`config.mk`:
```
export PLATFORM = sky130hd
export DESIGN_NAME = char_lcd_bus_sequencer_top
export DESIGN_NICKNAME = d
export VERILOG_FILES = /design/src/rtl/core/lcdseq_pkg.sv /design/src/rtl/core/lcdseq_engine.sv /design/src/rtl/core/char_lcd_bus_sequencer_top.sv
export SDC_FILE = /design/constraint.sdc
export NUM_CORES = 1
export LEC_CHECK = 0
export BUFFER_PORTS_ARGS = -buffer_cell sky130_fd_sc_hd__buf_2
export CORE_MARGIN = 4
export CORE_UTILIZATION = 56
export CTS_BUF_LIST = sky130_fd_sc_hd__clkbuf_8
export CTS_CLUSTER_DIAMETER = 200
export DETAILED_ROUTE_END_ITERATION = 8
export GPL_TIMING_DRIVEN = 0
export HOLD_SLACK_MARGIN = 0.12
export PLACE_DENSITY = 0.83
export SLEW_MARGIN = 10
export SYNTH_ARGS = -nofsm -noshare
export SYNTH_HDL_FRONTEND = slang
export SYNTH_SLANG_ARGS = --single-unit
```
`constraint.sdc`:
```
create_clock -name clk -period 2.9 [get_ports clk]
set_clock_uncertainty 0.1 [all_clocks]
set_input_delay 0.725 -clock clk [delete_from_list [all_inputs] [get_ports clk]]
set_output_delay 0.725 -clock clk [all_outputs]
set_load 0.02 [all_outputs]
```
`src/rtl/core/lcdseq_pkg.sv`:
```
`default_nettype none

package lcdseq_pkg;

    // Busy polls allowed before a pending write is dropped
    localparam int TIMEOUT_POLLS_DEFAULT = 32;

    localparam logic [5:0] CONTRAST_RESET = 6'd30;
    localparam logic [5:0] CONTRAST_MIN   = 6'd20;

    localparam logic [3:0] INIT_LEN = 4'd9;

    localparam int TDATA_IN_W  = 16;
    localparam int TDATA_OUT_W = 16;
    localparam int TUSER_OUT_W = 2;

    typedef enum logic [2:0] {
        CMD_POWER_ON  = 3'd0,
        CMD_POWER_OFF = 3'd1,
        CMD_WRITE_CMD = 3'd2,
        CMD_WRITE_DAT = 3'd3,
        CMD_GOTO      = 3'd4,
        CMD_STATUS    = 3'd5
    } cmd_t;

    typedef enum logic [1:0] {
        OP_BUSY_READ = 2'd0,
        OP_WRITE     = 2'd1,
        OP_POWER_ON  = 2'd2,
        OP_ALL_LOW   = 2'd3
    } op_t;

    typedef struct packed {
        logic [2:0] command;
        logic [7:0] value;
        logic [3:0] column;
        logic       row;
    } item_t;

    typedef struct packed {
        logic [1:0] op;
        logic       reg_select;
        logic [7:0] bus_data;
        logic       timed_out;
        logic       rejected;
        logic       last;
    } result_t;

    // Nine-command init; contrast bits merged into steps three and five
    function automatic logic [7:0] init_cmd(input logic [3:0] step, input logic [5:0] contrast);
        logic [7:0] cmd;
        begin
            unique case (step)
                4'd1:    cmd = 8'h39;
                4'd2:    cmd = 8'h14;
                4'd3:    cmd = 8'h54 | {6'd0, contrast[5:4]};
                4'd4:    cmd = 8'h6D;
                4'd5:    cmd = 8'h70 | {4'd0, contrast[3:0]};
                4'd6:    cmd = 8'h38;
                4'd7:    cmd = 8'h0C;
                4'd8:    cmd = 8'h01;
                default: cmd = 8'h06;
            endcase
            return cmd;
        end
    endfunction

endpackage

`default_nettype wire

```
`src/rtl/core/lcdseq_engine.sv`:
```
`default_nettype none

module lcdseq_engine #(
    parameter int TIMEOUT_POLLS = lcdseq_pkg::TIMEOUT_POLLS_DEFAULT
) (
    input  wire logic                clk,
    input  wire logic                rst_n,
    input  wire logic                fire,
    input  wire lcdseq_pkg::item_t   item,
    input  wire logic [5:0]          contrast,
    output lcdseq_pkg::result_t      res_a,
    output lcdseq_pkg::result_t      res_b,
    output logic                     two_results
);

    localparam logic [7:0] POLL_LIMIT = 8'(TIMEOUT_POLLS);

    logic       display_on_reg,   display_on_next;
    logic       waiting_reg,      waiting_next;
    logic [7:0] pending_byte_reg, pending_byte_next;
    logic       pending_rs_reg,   pending_rs_next;
    logic [3:0] init_step_reg,    init_step_next;
    logic [7:0] poll_count_reg,   poll_count_next;

    lcdseq_pkg::result_t flag_res;
    lcdseq_pkg::result_t busy_res;

    always_comb
    begin
        flag_res = '0;
        busy_res = '0;
        busy_res.op = lcdseq_pkg::OP_BUSY_READ;

        display_on_next   = display_on_reg;
        waiting_next      = waiting_reg;
        pending_byte_next = pending_byte_reg;
        pending_rs_next   = pending_rs_reg;
        init_step_next    = init_step_reg;
        poll_count_next   = poll_count_reg;
        res_a             = '0;
        res_b             = '0;
        two_results       = 1'b0;

        if (item.command == lcdseq_pkg::CMD_POWER_OFF)
        begin
            display_on_next = 1'b0;
            waiting_next    = 1'b0;
            init_step_next  = 4'd0;
            poll_count_next = 8'd0;
            res_a.op        = lcdseq_pkg::OP_ALL_LOW;
        end
        else if (item.command == lcdseq_pkg::CMD_STATUS)
        begin
            if (!waiting_reg)
            begin
                res_a          = flag_res;
                res_a.rejected = 1'b1;
            end
            else if (poll_count_reg < POLL_LIMIT && item.value[7])
            begin
                // Still busy: poll again
                poll_count_next = poll_count_reg + 8'd1;
                res_a           = busy_res;
            end
            else
            begin
                if (!item.value[7])
                begin
                    res_a.op         = lcdseq_pkg::OP_WRITE;
                    res_a.reg_select = pending_rs_reg;
                    res_a.bus_data   = pending_byte_reg;
                end
                else
                begin
                    res_a           = flag_res;
                    res_a.timed_out = 1'b1;
                end
                // Write done or dropped: advance init if one is running
                waiting_next    = 1'b0;
                poll_count_next = 8'd0;
                if (init_step_reg != 4'd0)
                begin
                    if (init_step_reg >= lcdseq_pkg::INIT_LEN)
                    begin
                        init_step_next  = 4'd0;
                        display_on_next = 1'b1;
                    end
                    else
                    begin
                        init_step_next    = init_step_reg + 4'd1;
                        pending_byte_next = lcdseq_pkg::init_cmd(init_step_reg + 4'd1, contrast);
                        pending_rs_next   = 1'b0;
                        waiting_next      = 1'b1;
                        poll_count_next   = 8'd1;
                        res_b             = busy_res;
                        two_results       = 1'b1;
                    end
                end
            end
        end
        else if (item.command > lcdseq_pkg::CMD_STATUS || waiting_reg ||
                 (item.command != lcdseq_pkg::CMD_POWER_ON && !display_on_reg))
        begin
            res_a          = flag_res;
            res_a.rejected = 1'b1;
        end
        else
        begin
            waiting_next    = 1'b1;
            poll_count_next = 8'd1;
            pending_rs_next = 1'b0;
            if (item.command == lcdseq_pkg::CMD_POWER_ON)
            begin
                res_a.op          = lcdseq_pkg::OP_POWER_ON;
                res_b             = busy_res;
                two_results       = 1'b1;
                init_step_next    = 4'd1;
                pending_byte_next = lcdseq_pkg::init_cmd(4'd1, contrast);
            end
            else
            begin
                res_a = busy_res;
                if (item.command == lcdseq_pkg::CMD_GOTO)
                begin
                    pending_byte_next = {1'b1, item.row, 2'b00, item.column};
                end
                else
                begin
                    pending_byte_next = item.value;
                    pending_rs_next   = (item.command == lcdseq_pkg::CMD_WRITE_DAT);
                end
            end
        end

        if (two_results)
        begin
            res_b.last = 1'b1;
        end
        else
        begin
            res_a.last = 1'b1;
        end
    end

    always_ff @(posedge clk or negedge rst_n)
    begin
        if (!rst_n)
        begin
            display_on_reg   <= 1'b0;
            waiting_reg      <= 1'b0;
            pending_byte_reg <= 8'd0;
            pending_rs_reg   <= 1'b0;
            init_step_reg    <= 4'd0;
            poll_count_reg   <= 8'd0;
        end
        else if (fire)
        begin
            display_on_reg   <= display_on_next;
            waiting_reg      <= waiting_next;
            pending_byte_reg <= pending_byte_next;
            pending_rs_reg   <= pending_rs_next;
            init_step_reg    <= init_step_next;
            poll_count_reg   <= poll_count_next;
        end
    end

endmodule

`default_nettype wire

```
`src/rtl/core/char_lcd_bus_sequencer_top.sv`:
```
// Host-side sequencer for an 8-bit character LCD bus. Each request beat on the
// slave side (power on, power off, write command, write data, goto, or a busy
// status byte read back from the module) yields one or two result beats on the
// master side, tlast marking the final one. Every write is preceded by a busy
// read; the write goes out when a status beat arrives with bit 7 clear, and is
// dropped with timed_out after TIMEOUT_POLLS busy reads. Power on emits the
// power-pin beat followed by a nine-command init whose contrast bits come from
// the contrast register (writes clamped to 20..63). Rate: a request is taken
// every cycle as long as the master side keeps up; the limit is the output
// side's one beat per cycle, so a request that yields two beats (power on, or a
// status beat that completes an init write) can stall the input. A request
// beat passes through the input register and then the four-entry result queue
// before its first result beat appears.

`default_nettype none

module char_lcd_bus_sequencer_top #(
    parameter int TIMEOUT_POLLS = lcdseq_pkg::TIMEOUT_POLLS_DEFAULT
) (
    input  wire logic                                clk,
    input  wire logic                                rst_n,

    // Contrast write channel
    input  wire logic                                cfg_valid,
    output logic                                     cfg_ready,
    input  wire logic [5:0]                          cfg_data,

    // Request beats
    input  wire logic                                s_tvalid,
    output logic                                     s_tready,
    // command[2:0], value[10:3], column[14:11], row[15]
    input  wire logic [lcdseq_pkg::TDATA_IN_W-1:0]   s_tdata,

    // Result beats
    output logic                                     m_tvalid,
    input  wire logic                                m_tready,
    // op[1:0], reg_select[2], bus_data[10:3], zero[15:11]
    output logic [lcdseq_pkg::TDATA_OUT_W-1:0]       m_tdata,
    // timed_out[0], rejected[1]
    output logic [lcdseq_pkg::TUSER_OUT_W-1:0]       m_tuser,
    output logic                                     m_tlast
);

    localparam int QDEPTH = 4;
    localparam int QPTR_W = $clog2(QDEPTH);
    localparam int QCNT_W = QPTR_W + 1;

    // Contrast register; saturate low values on write
    logic [5:0] contrast_reg;

    assign cfg_ready = 1'b1;

    always_ff @(posedge clk or negedge rst_n)
    begin
        if (!rst_n)
        begin
            contrast_reg <= lcdseq_pkg::CONTRAST_RESET;
        end
        else if (cfg_valid)
        begin
            contrast_reg <= (cfg_data < lcdseq_pkg::CONTRAST_MIN) ?
                            lcdseq_pkg::CONTRAST_MIN : cfg_data;
        end
    end

    // Input register
    logic              in_valid_reg;
    lcdseq_pkg::item_t in_item_reg;
    logic              fire;
    logic [QCNT_W-1:0] count_reg;

    // Process only when the queue has room for two beats
    assign fire     = in_valid_reg && (count_reg <= QCNT_W'(QDEPTH - 2));
    assign s_tready = !in_valid_reg || fire;

    always_ff @(posedge clk or negedge rst_n)
    begin
        if (!rst_n)
        begin
            in_valid_reg <= 1'b0;
        end
        else if (s_tready)
        begin
            in_valid_reg <= s_tvalid;
        end
    end

    always_ff @(posedge clk)
    begin
        if (s_tvalid && s_tready)
        begin
            in_item_reg.command <= s_tdata[2:0];
            in_item_reg.value   <= s_tdata[10:3];
            in_item_reg.column  <= s_tdata[14:11];
            in_item_reg.row     <= s_tdata[15];
        end
    end

    // Decision logic and sequencer state
    lcdseq_pkg::result_t res_a;
    lcdseq_pkg::result_t res_b;
    logic                two_results;

    lcdseq_engine #(
        .TIMEOUT_POLLS (TIMEOUT_POLLS)
    ) u_engine (
        .clk         (clk),
        .rst_n       (rst_n),
        .fire        (fire),
        .item        (in_item_reg),
        .contrast    (contrast_reg),
        .res_a       (res_a),
        .res_b       (res_b),
        .two_results (two_results)
    );

    // Result queue: push one or two beats, pop one
    lcdseq_pkg::result_t q_reg [QDEPTH];
    logic [QPTR_W-1:0]   wr_ptr_reg;
    logic [QPTR_W-1:0]   rd_ptr_reg;
    logic [QCNT_W-1:0]   push_n;
    logic                pop;

    assign pop    = m_tvalid && m_tready;
    assign push_n = fire ? (two_results ? QCNT_W'(2) : QCNT_W'(1)) : '0;

    always_ff @(posedge clk or negedge rst_n)
    begin
        if (!rst_n)
        begin
            wr_ptr_reg <= '0;
            rd_ptr_reg <= '0;
            count_reg  <= '0;
        end
        else
        begin
            wr_ptr_reg <= wr_ptr_reg + push_n[QPTR_W-1:0];
            rd_ptr_reg <= rd_ptr_reg + QPTR_W'(pop);
            count_reg  <= count_reg + push_n - QCNT_W'(pop);
        end
    end

    always_ff @(posedge clk)
    begin
        if (fire)
        begin
            q_reg[wr_ptr_reg] <= res_a;
            if (two_results)
            begin
                q_reg[wr_ptr_reg + QPTR_W'(1)] <= res_b;
            end
        end
    end

    lcdseq_pkg::result_t head;

    assign head     = q_reg[rd_ptr_reg];
    assign m_tvalid = (count_reg != '0);
    assign m_tdata  = {5'd0, head.bus_data, head.reg_select, head.op};
    assign m_tuser  = {head.rejected, head.timed_out};
    assign m_tlast  = head.last;

endmodule

`default_nettype wire
```
# After elaboration in Yosys (flattened, before gate mapping)
# Memories as Yosys holds them, arrays and structs flattened.
# Index checks and enable logic that the tools add are counted.
[totals]
ff_bits = 53
mem_bits_rw = 56
latch_bits = 0
in_bits = 27
romBits = 0
mem_count = 1
word_cells = 144
[mem_list]
columns = ["memory", "words", "word_bits", "rd", "rd_clocked_by_memory_dff", "write_ports", "line_no", "text"]
rows = [
  ["q_reg", 4, 14, 1, 0, 2, "char_lcd_bus_sequencer_top.sv:118", "lcdseq_pkg::result_t q_reg [QDEPTH];"],
]
[classes]
n_eq_ne = 22
n_bitwise = 1
n_mul = 0
n_lt_le_gt_ge = 5
add_sub_neg = 7
n_shift = 0
n_div = 0
mux = 69
reduce_logical = 24
[op_table]
columns = ["operator", "count"]
rows = [
  ["$mux 8", 14],
  ["$mux 14", 4],
  ["$pmux 7 s8", 1],
  ["$mux 1", 34],
  ["$mux 4", 8],
  ["$eq 4x3->1 const B", 4],
  ["$mux 12", 1],
  ["$reduce_and 6->1", 2],
  ["$mux 10", 1],
  ["$reduce_bool 3->1", 3],
  ["$add 8x1->8 const B", 1],
  ["$eq 4x2->1 const B", 2],
  ["$lt 8x6->1 const B", 1],
  ["$mux 2", 4],
  ["$reduce_bool 2->1", 4],
  ["$reduce_and 7->1", 1],
  ["$eq 3x3->1 const B", 2],
  ["$lt 6x5->1 const B", 1],
  ["$mux 6", 1],
  ["$ne 2x1->1 const B", 3],
  ["$ne 2x2->1 const B", 3],
  ["$ne 3x1->1 const B", 2],
  ["$ne 3x2->1 const B", 2],
  ["$logic_and 1x1->1", 5],
  ["21 further kinds", 24],
]

# Depth between registers and ports, before layout
[logic_depth]
depth_word = 11
depth_mapped = 15
ltp_nobuf = 13

# Modules after synthesis
# Synthesis repeated with hierarchy kept, for this count alone.
[unflattened]
hier_cells = 458
area_unflattened_um2 = 6079.6
[modules_own_cells]
columns = ["module", "cells_each", "seq_area_each_um2", "instances", "area_each_um2"]
rows = [
  ["char_lcd_bus_sequencer_top", 233, 2517.4, 1, 4145.2],
  ["lcdseq_engine", 225, 575.6, 1, 1934.4],
]

# Least setup slack after synthesis
# No wires, ideal clock.
[synth_path]
path_type = "flip-flop to flip-flop"
from = "reg u_engine.init_step_reg[0]"
to = "reg count_reg[2]"
setup_time_ns = 0.123
period_less_slack_ns = 3.168
arrival_ns = 2.946
stages_incl_launch_ff = 16
setup_slack_ns = -0.268
cell_sequence = "dfrtp_1 > inv_1 > ha_1 > buf_4 > or3b_4 > nand2_1 > a31o_2 > buf_2 > nor2_1 > inv_1 > ha_1 > inv_1 > ha_1 > fa_1 > xnor2_1 > xnor2_1"
[synth_via]
elab_chain_cells = 11
word_cells_on_any_way = 12
[synth_rtl]
columns = ["element", "line_no", "text"]
rows = [
  ["start, declared", "lcdseq_engine.sv:22", "logic [3:0] init_step_reg, init_step_next;"],
  ["start signal, assigned", "lcdseq_engine.sv:162", "init_step_reg <= init_step_next;"],
  ["$ge 4x4->1", "lcdseq_engine.sv:83", "if (init_step_reg >= lcdseq_pkg::INIT_LEN)"],
  ["$mux 1", "lcdseq_engine.sv:83", ""],
  ["$mux 1 (*)", "lcdseq_engine.sv:81", "if (init_step_reg != 4'd0)"],
  ["$mux 1 (*)", "lcdseq_engine.sv:59", "else if (poll_count_reg < POLL_LIMIT && item.value[7])"],
  ["$mux 1 (*)", "lcdseq_engine.sv:54", "if (!waiting_reg)"],
  ["$mux 1 (*)", "lcdseq_engine.sv:52", "else if (item.command == lcdseq_pkg::CMD_STATUS)"],
  ["$mux 1 (*)", "lcdseq_engine.sv:44", "if (item.command == lcdseq_pkg::CMD_POWER_OFF)"],
  ["$mux 2 (*) (2 in a row)", "char_lcd_bus_sequencer_top.sv:125", "assign push_n = fire ? (two_results ? QCNT_W'(2) : QCNT_W'(1)) : '0;"],
  ["$add 3x2->3 (*)", "char_lcd_bus_sequencer_top.sv:139", "count_reg <= count_reg + push_n - QCNT_W'(pop);"],
  ["$sub 3x1->3 (*)", "char_lcd_bus_sequencer_top.sv:139", ""],
  ["end signal, assigned", "char_lcd_bus_sequencer_top.sv:139", ""],
  ["end, declared", "char_lcd_bus_sequencer_top.sv:70", "logic [QCNT_W-1:0] count_reg;"],
]
# Mark *: on every way between the ends. The rest lies on a longest branch, timed or not.
# A chain may end at the register's enable or synchronous reset.

# Worst setup path after layout
# Ends and elaborated chain as after synthesis.

==> results.md <==
- Worst R2R Setup Slack: 30 ps
- FF+latch area: 0.00258 mm²
- Reg2reg start: u_engine.init_step_reg[0]
- Slowest-stage cell, CP: dfrtp_2
- Design area: 0.00607 mm²
- Hold Buf Count CTS: 0
- GRT overflow: 0
- Leading register cell type out of synthesis: dfxtp_1
- H-tree depth: 3
- Syn Area/Cell: 9.65 µm²
- Worst setup SP type: flip-flop
- HP Class: input pin to async pin
- Net switching power: 2100 µW
- Clock transition at the registers of the reported paths: 100 ps
- WL per Instance: 16.5 µm
- FF-to-FF End: count_reg[2]
- CP Max Fanout: 9
- TritonCTS Buffers: 9
- Crit path largest cell delay: 450 ps
- Area grow syn2layout: 13.4%
- Final GP Congestion: 0.877
- Rows: 35
- Largest net degree at the start of global routing: 38
- Clock share of power: 16.0%
- Fill cells: 755
- Yosys warning count: 0
- Max Slew Vio Count: 0
- Async SR Flop Fraction: 33.9%
- Seq pwr share: 40.6%
- Routed wire length: 12,400 µm
- First DRT Iteration DRCs: 310
- Setup_tns: 0 ps
- Nets@finish: 658
- First-pass GRT wire length: 21,000 µm
- Post-placement cell area: 0.00580 mm²
- Worst setup margin: 27.2 ps
- Final Setup Violations: 0
- Crit-path leading delay family: adder cells
- MaxCap Viol Count: 0
- Power Density: 875 mW/mm²
- CTS tree: yes
- Pint: 3200 µW
- Slew headroom: 40.3%
- Crit path cell chain: inv_4 -> ha_4 -> buf_6 -> or3b_4 -> nand2_4 -> a31o_4 -> nand2_2 -> ha_4 -> inv_1 -> fa_2 -> xnor2_2 -> xnor2_1
- Worst path required time: 3060 ps
- Die Y: 106 µm
- Achievable frequency: 0.348 GHz
- Hold Vio Cnt, Final: 0
- Footprint of the multi-input gates: 0.00261 mm²
- Layout cells sized above 1: 19.9%
- Clock latency on the worst-skew pair: 370 ps
- Most frequent cells in the layout: 116 x nor2_1, 53 x a21oi_1, 52 x dfxtp_1, 46 x buf_2, 30 x dfrtp_1
- Worst setup EP type: flip-flop
- Sw Ratio: 39.6%
- Reg2Reg Depth: 12
- RSZ-0062 raised after global routing: yes
- CTS Root Cell: clkbuf_8
- Peak VDD IR: 0.000411 V
- Die area: 0.0112 mm²
- Vias in the first global route: 4,468
- Starting Density: 57.6%
- # diodes: 0
- Count of cell types in the netlist: 64
- Most common cell after layout, fill and taps aside: nor2_1
- Initial antenna violation count: 0
- FF+latch count, synth: 109
- Final Cycle Share: 99.1%
- DRC viols: 0
- Slew @ Worst Pin: 884 ps
- Post-synth EDFFs: 20
- CP Buf/Inv Count: 3
- I/O pins: 49
- Die X: 106 µm
- Clock sinks: 109
- CORE AREA: 0.00928 mm²
- DRT antenna net count: 0
- Place WS: -252 ps
- Vias: 4,445
- Clock buffer depth: 2
- Gate Count Post-Synth: 554
- Gate power share: 43.4%
- All-layer global routing usage: 23.3%
- Sequential-to-total area share from yosys stat: 48.1%
- Final core utilization: 65.3%
- Crit path top cell by count: ha_4
- Tmin final: 2870 ps
- Leakage: 0.00258 µW
- I/O Buffers: 42
- Largest register FFs: 56
- Final HPWL DP: 8840 µm
- Post-DR vias/cell: 5.91
- Arrival time at the worst endpoint: 3040 ps
- Critical path class: flip-flop to flip-flop
- Status: finished clean
- Mapped Area: 0.00535 mm²
- DRT Pass-1 Iters: 6
## synth_stat cells (6+ instances only)
cell type	count	area (µm²)
buf_2	6	30.0
clkbuf_1	27	101
nand2_1	23	86.3
buf_4	7	52.6
nor3_1	7	35.0
inv_1	17	63.8
ha_1	12	150
nand3b_1	10	75.1
dfrtp_1	33	826
xnor2_1	8	70.1
dfxtp_1	52	1040
nand2b_1	6	37.5
o21ai_0	18	90.1
a22o_1	8	70.1
o21bai_1	6	45.0
nor2_1	117	439
and2_1	6	37.5
edfxtp_1	20	601
o21ai_1	9	45.0
nand3_1	10	50.1
o31ai_1	8	60.1
mux4_2	14	315
a21oi_1	53	265
mux2i_1	7	70.1
## metal layers
metal | GRT usage, % | vias to the layer above | routed length (µm)
li1 | - | 2069 | -
met5 | 0 | - | 0
met1 | 28.5 | 2167 | 5100
met4 | 8.14 | 0 | 278
met3 | 5.08 | 27 | 835
met2 | 40.7 | 182 | 6210
## per-stage QoR
step	hold WS, ps	instances	total power, µW
after detailed placement	369	729	4360
after floorplan	329	558	3780
after global routing	409	752	5650
after CTS	370	750	5250
final	341	752	5310
after global placement	360	729	4250
## power groups by stage
stage	Sequential (µW)	Combinational (µW)	Clock, µW
final	2160	2300	851
after global routing	2200	2520	924
after CTS	2150	2250	861
after detailed placement	2170	2190	0
after global placement	2150	2100	0
after floorplan	2100	1680	0
## what timing repair did
action,in CTS,in global routing
resized for setup,4,12
setup endpoints to repair,12,12
pin swaps,1,4
buffers inserted,6,3
## area by class of cell
| class | count | share of cell area (%) |
|---|---|---|
| clock inverter | 6 | 0.639 |
| buffer | 40 | 3.30 |
| clock buffer | 10 | 2.27 |
| multi-input combinational | 390 | 42.9 |
| sequential | 109 | 42.5 |
| timing repair buffer | 51 | 4.58 |
| tap | 129 | 2.66 |
| inverter | 17 | 1.13 |
## logic make-up after synthesis
logic type                 count (synthesis)  share of synthesized area [%]
and+or+nand+nor                          200                           17.4
adders and majority gates                 13                           3.18
buffers and inverters                     59                           4.91
xor gates and xnor gates                  12                           1.97
muxes                                     23                           7.63
AOI/OAI and AO/OA                        136                           16.6
other                                      2                          0.140
DFF                                      109                           48.1
## worst max path at each step
| stage | end | start | depth (start not counted) | slack (ps) |
|---|---|---|---|---|
| floorplan | count_reg[2] | u_engine.init_step_reg[0] | 15 | -10 |
| global route | count_reg[2] | u_engine.init_step_reg[0] | 14 | -30 |
| global placement | count_reg[2] | u_engine.init_step_reg[0] | 14 | -180 |
| finish | count_reg[2] | u_engine.init_step_reg[0] | 12 | 30 |
| CTS | count_reg[2] | u_engine.init_step_reg[0] | 13 | -90 |
| detailed placement | count_reg[2] | u_engine.init_step_reg[0] | 15 | -250 |
No activity file was read; power rests on OpenSTA's default activity.
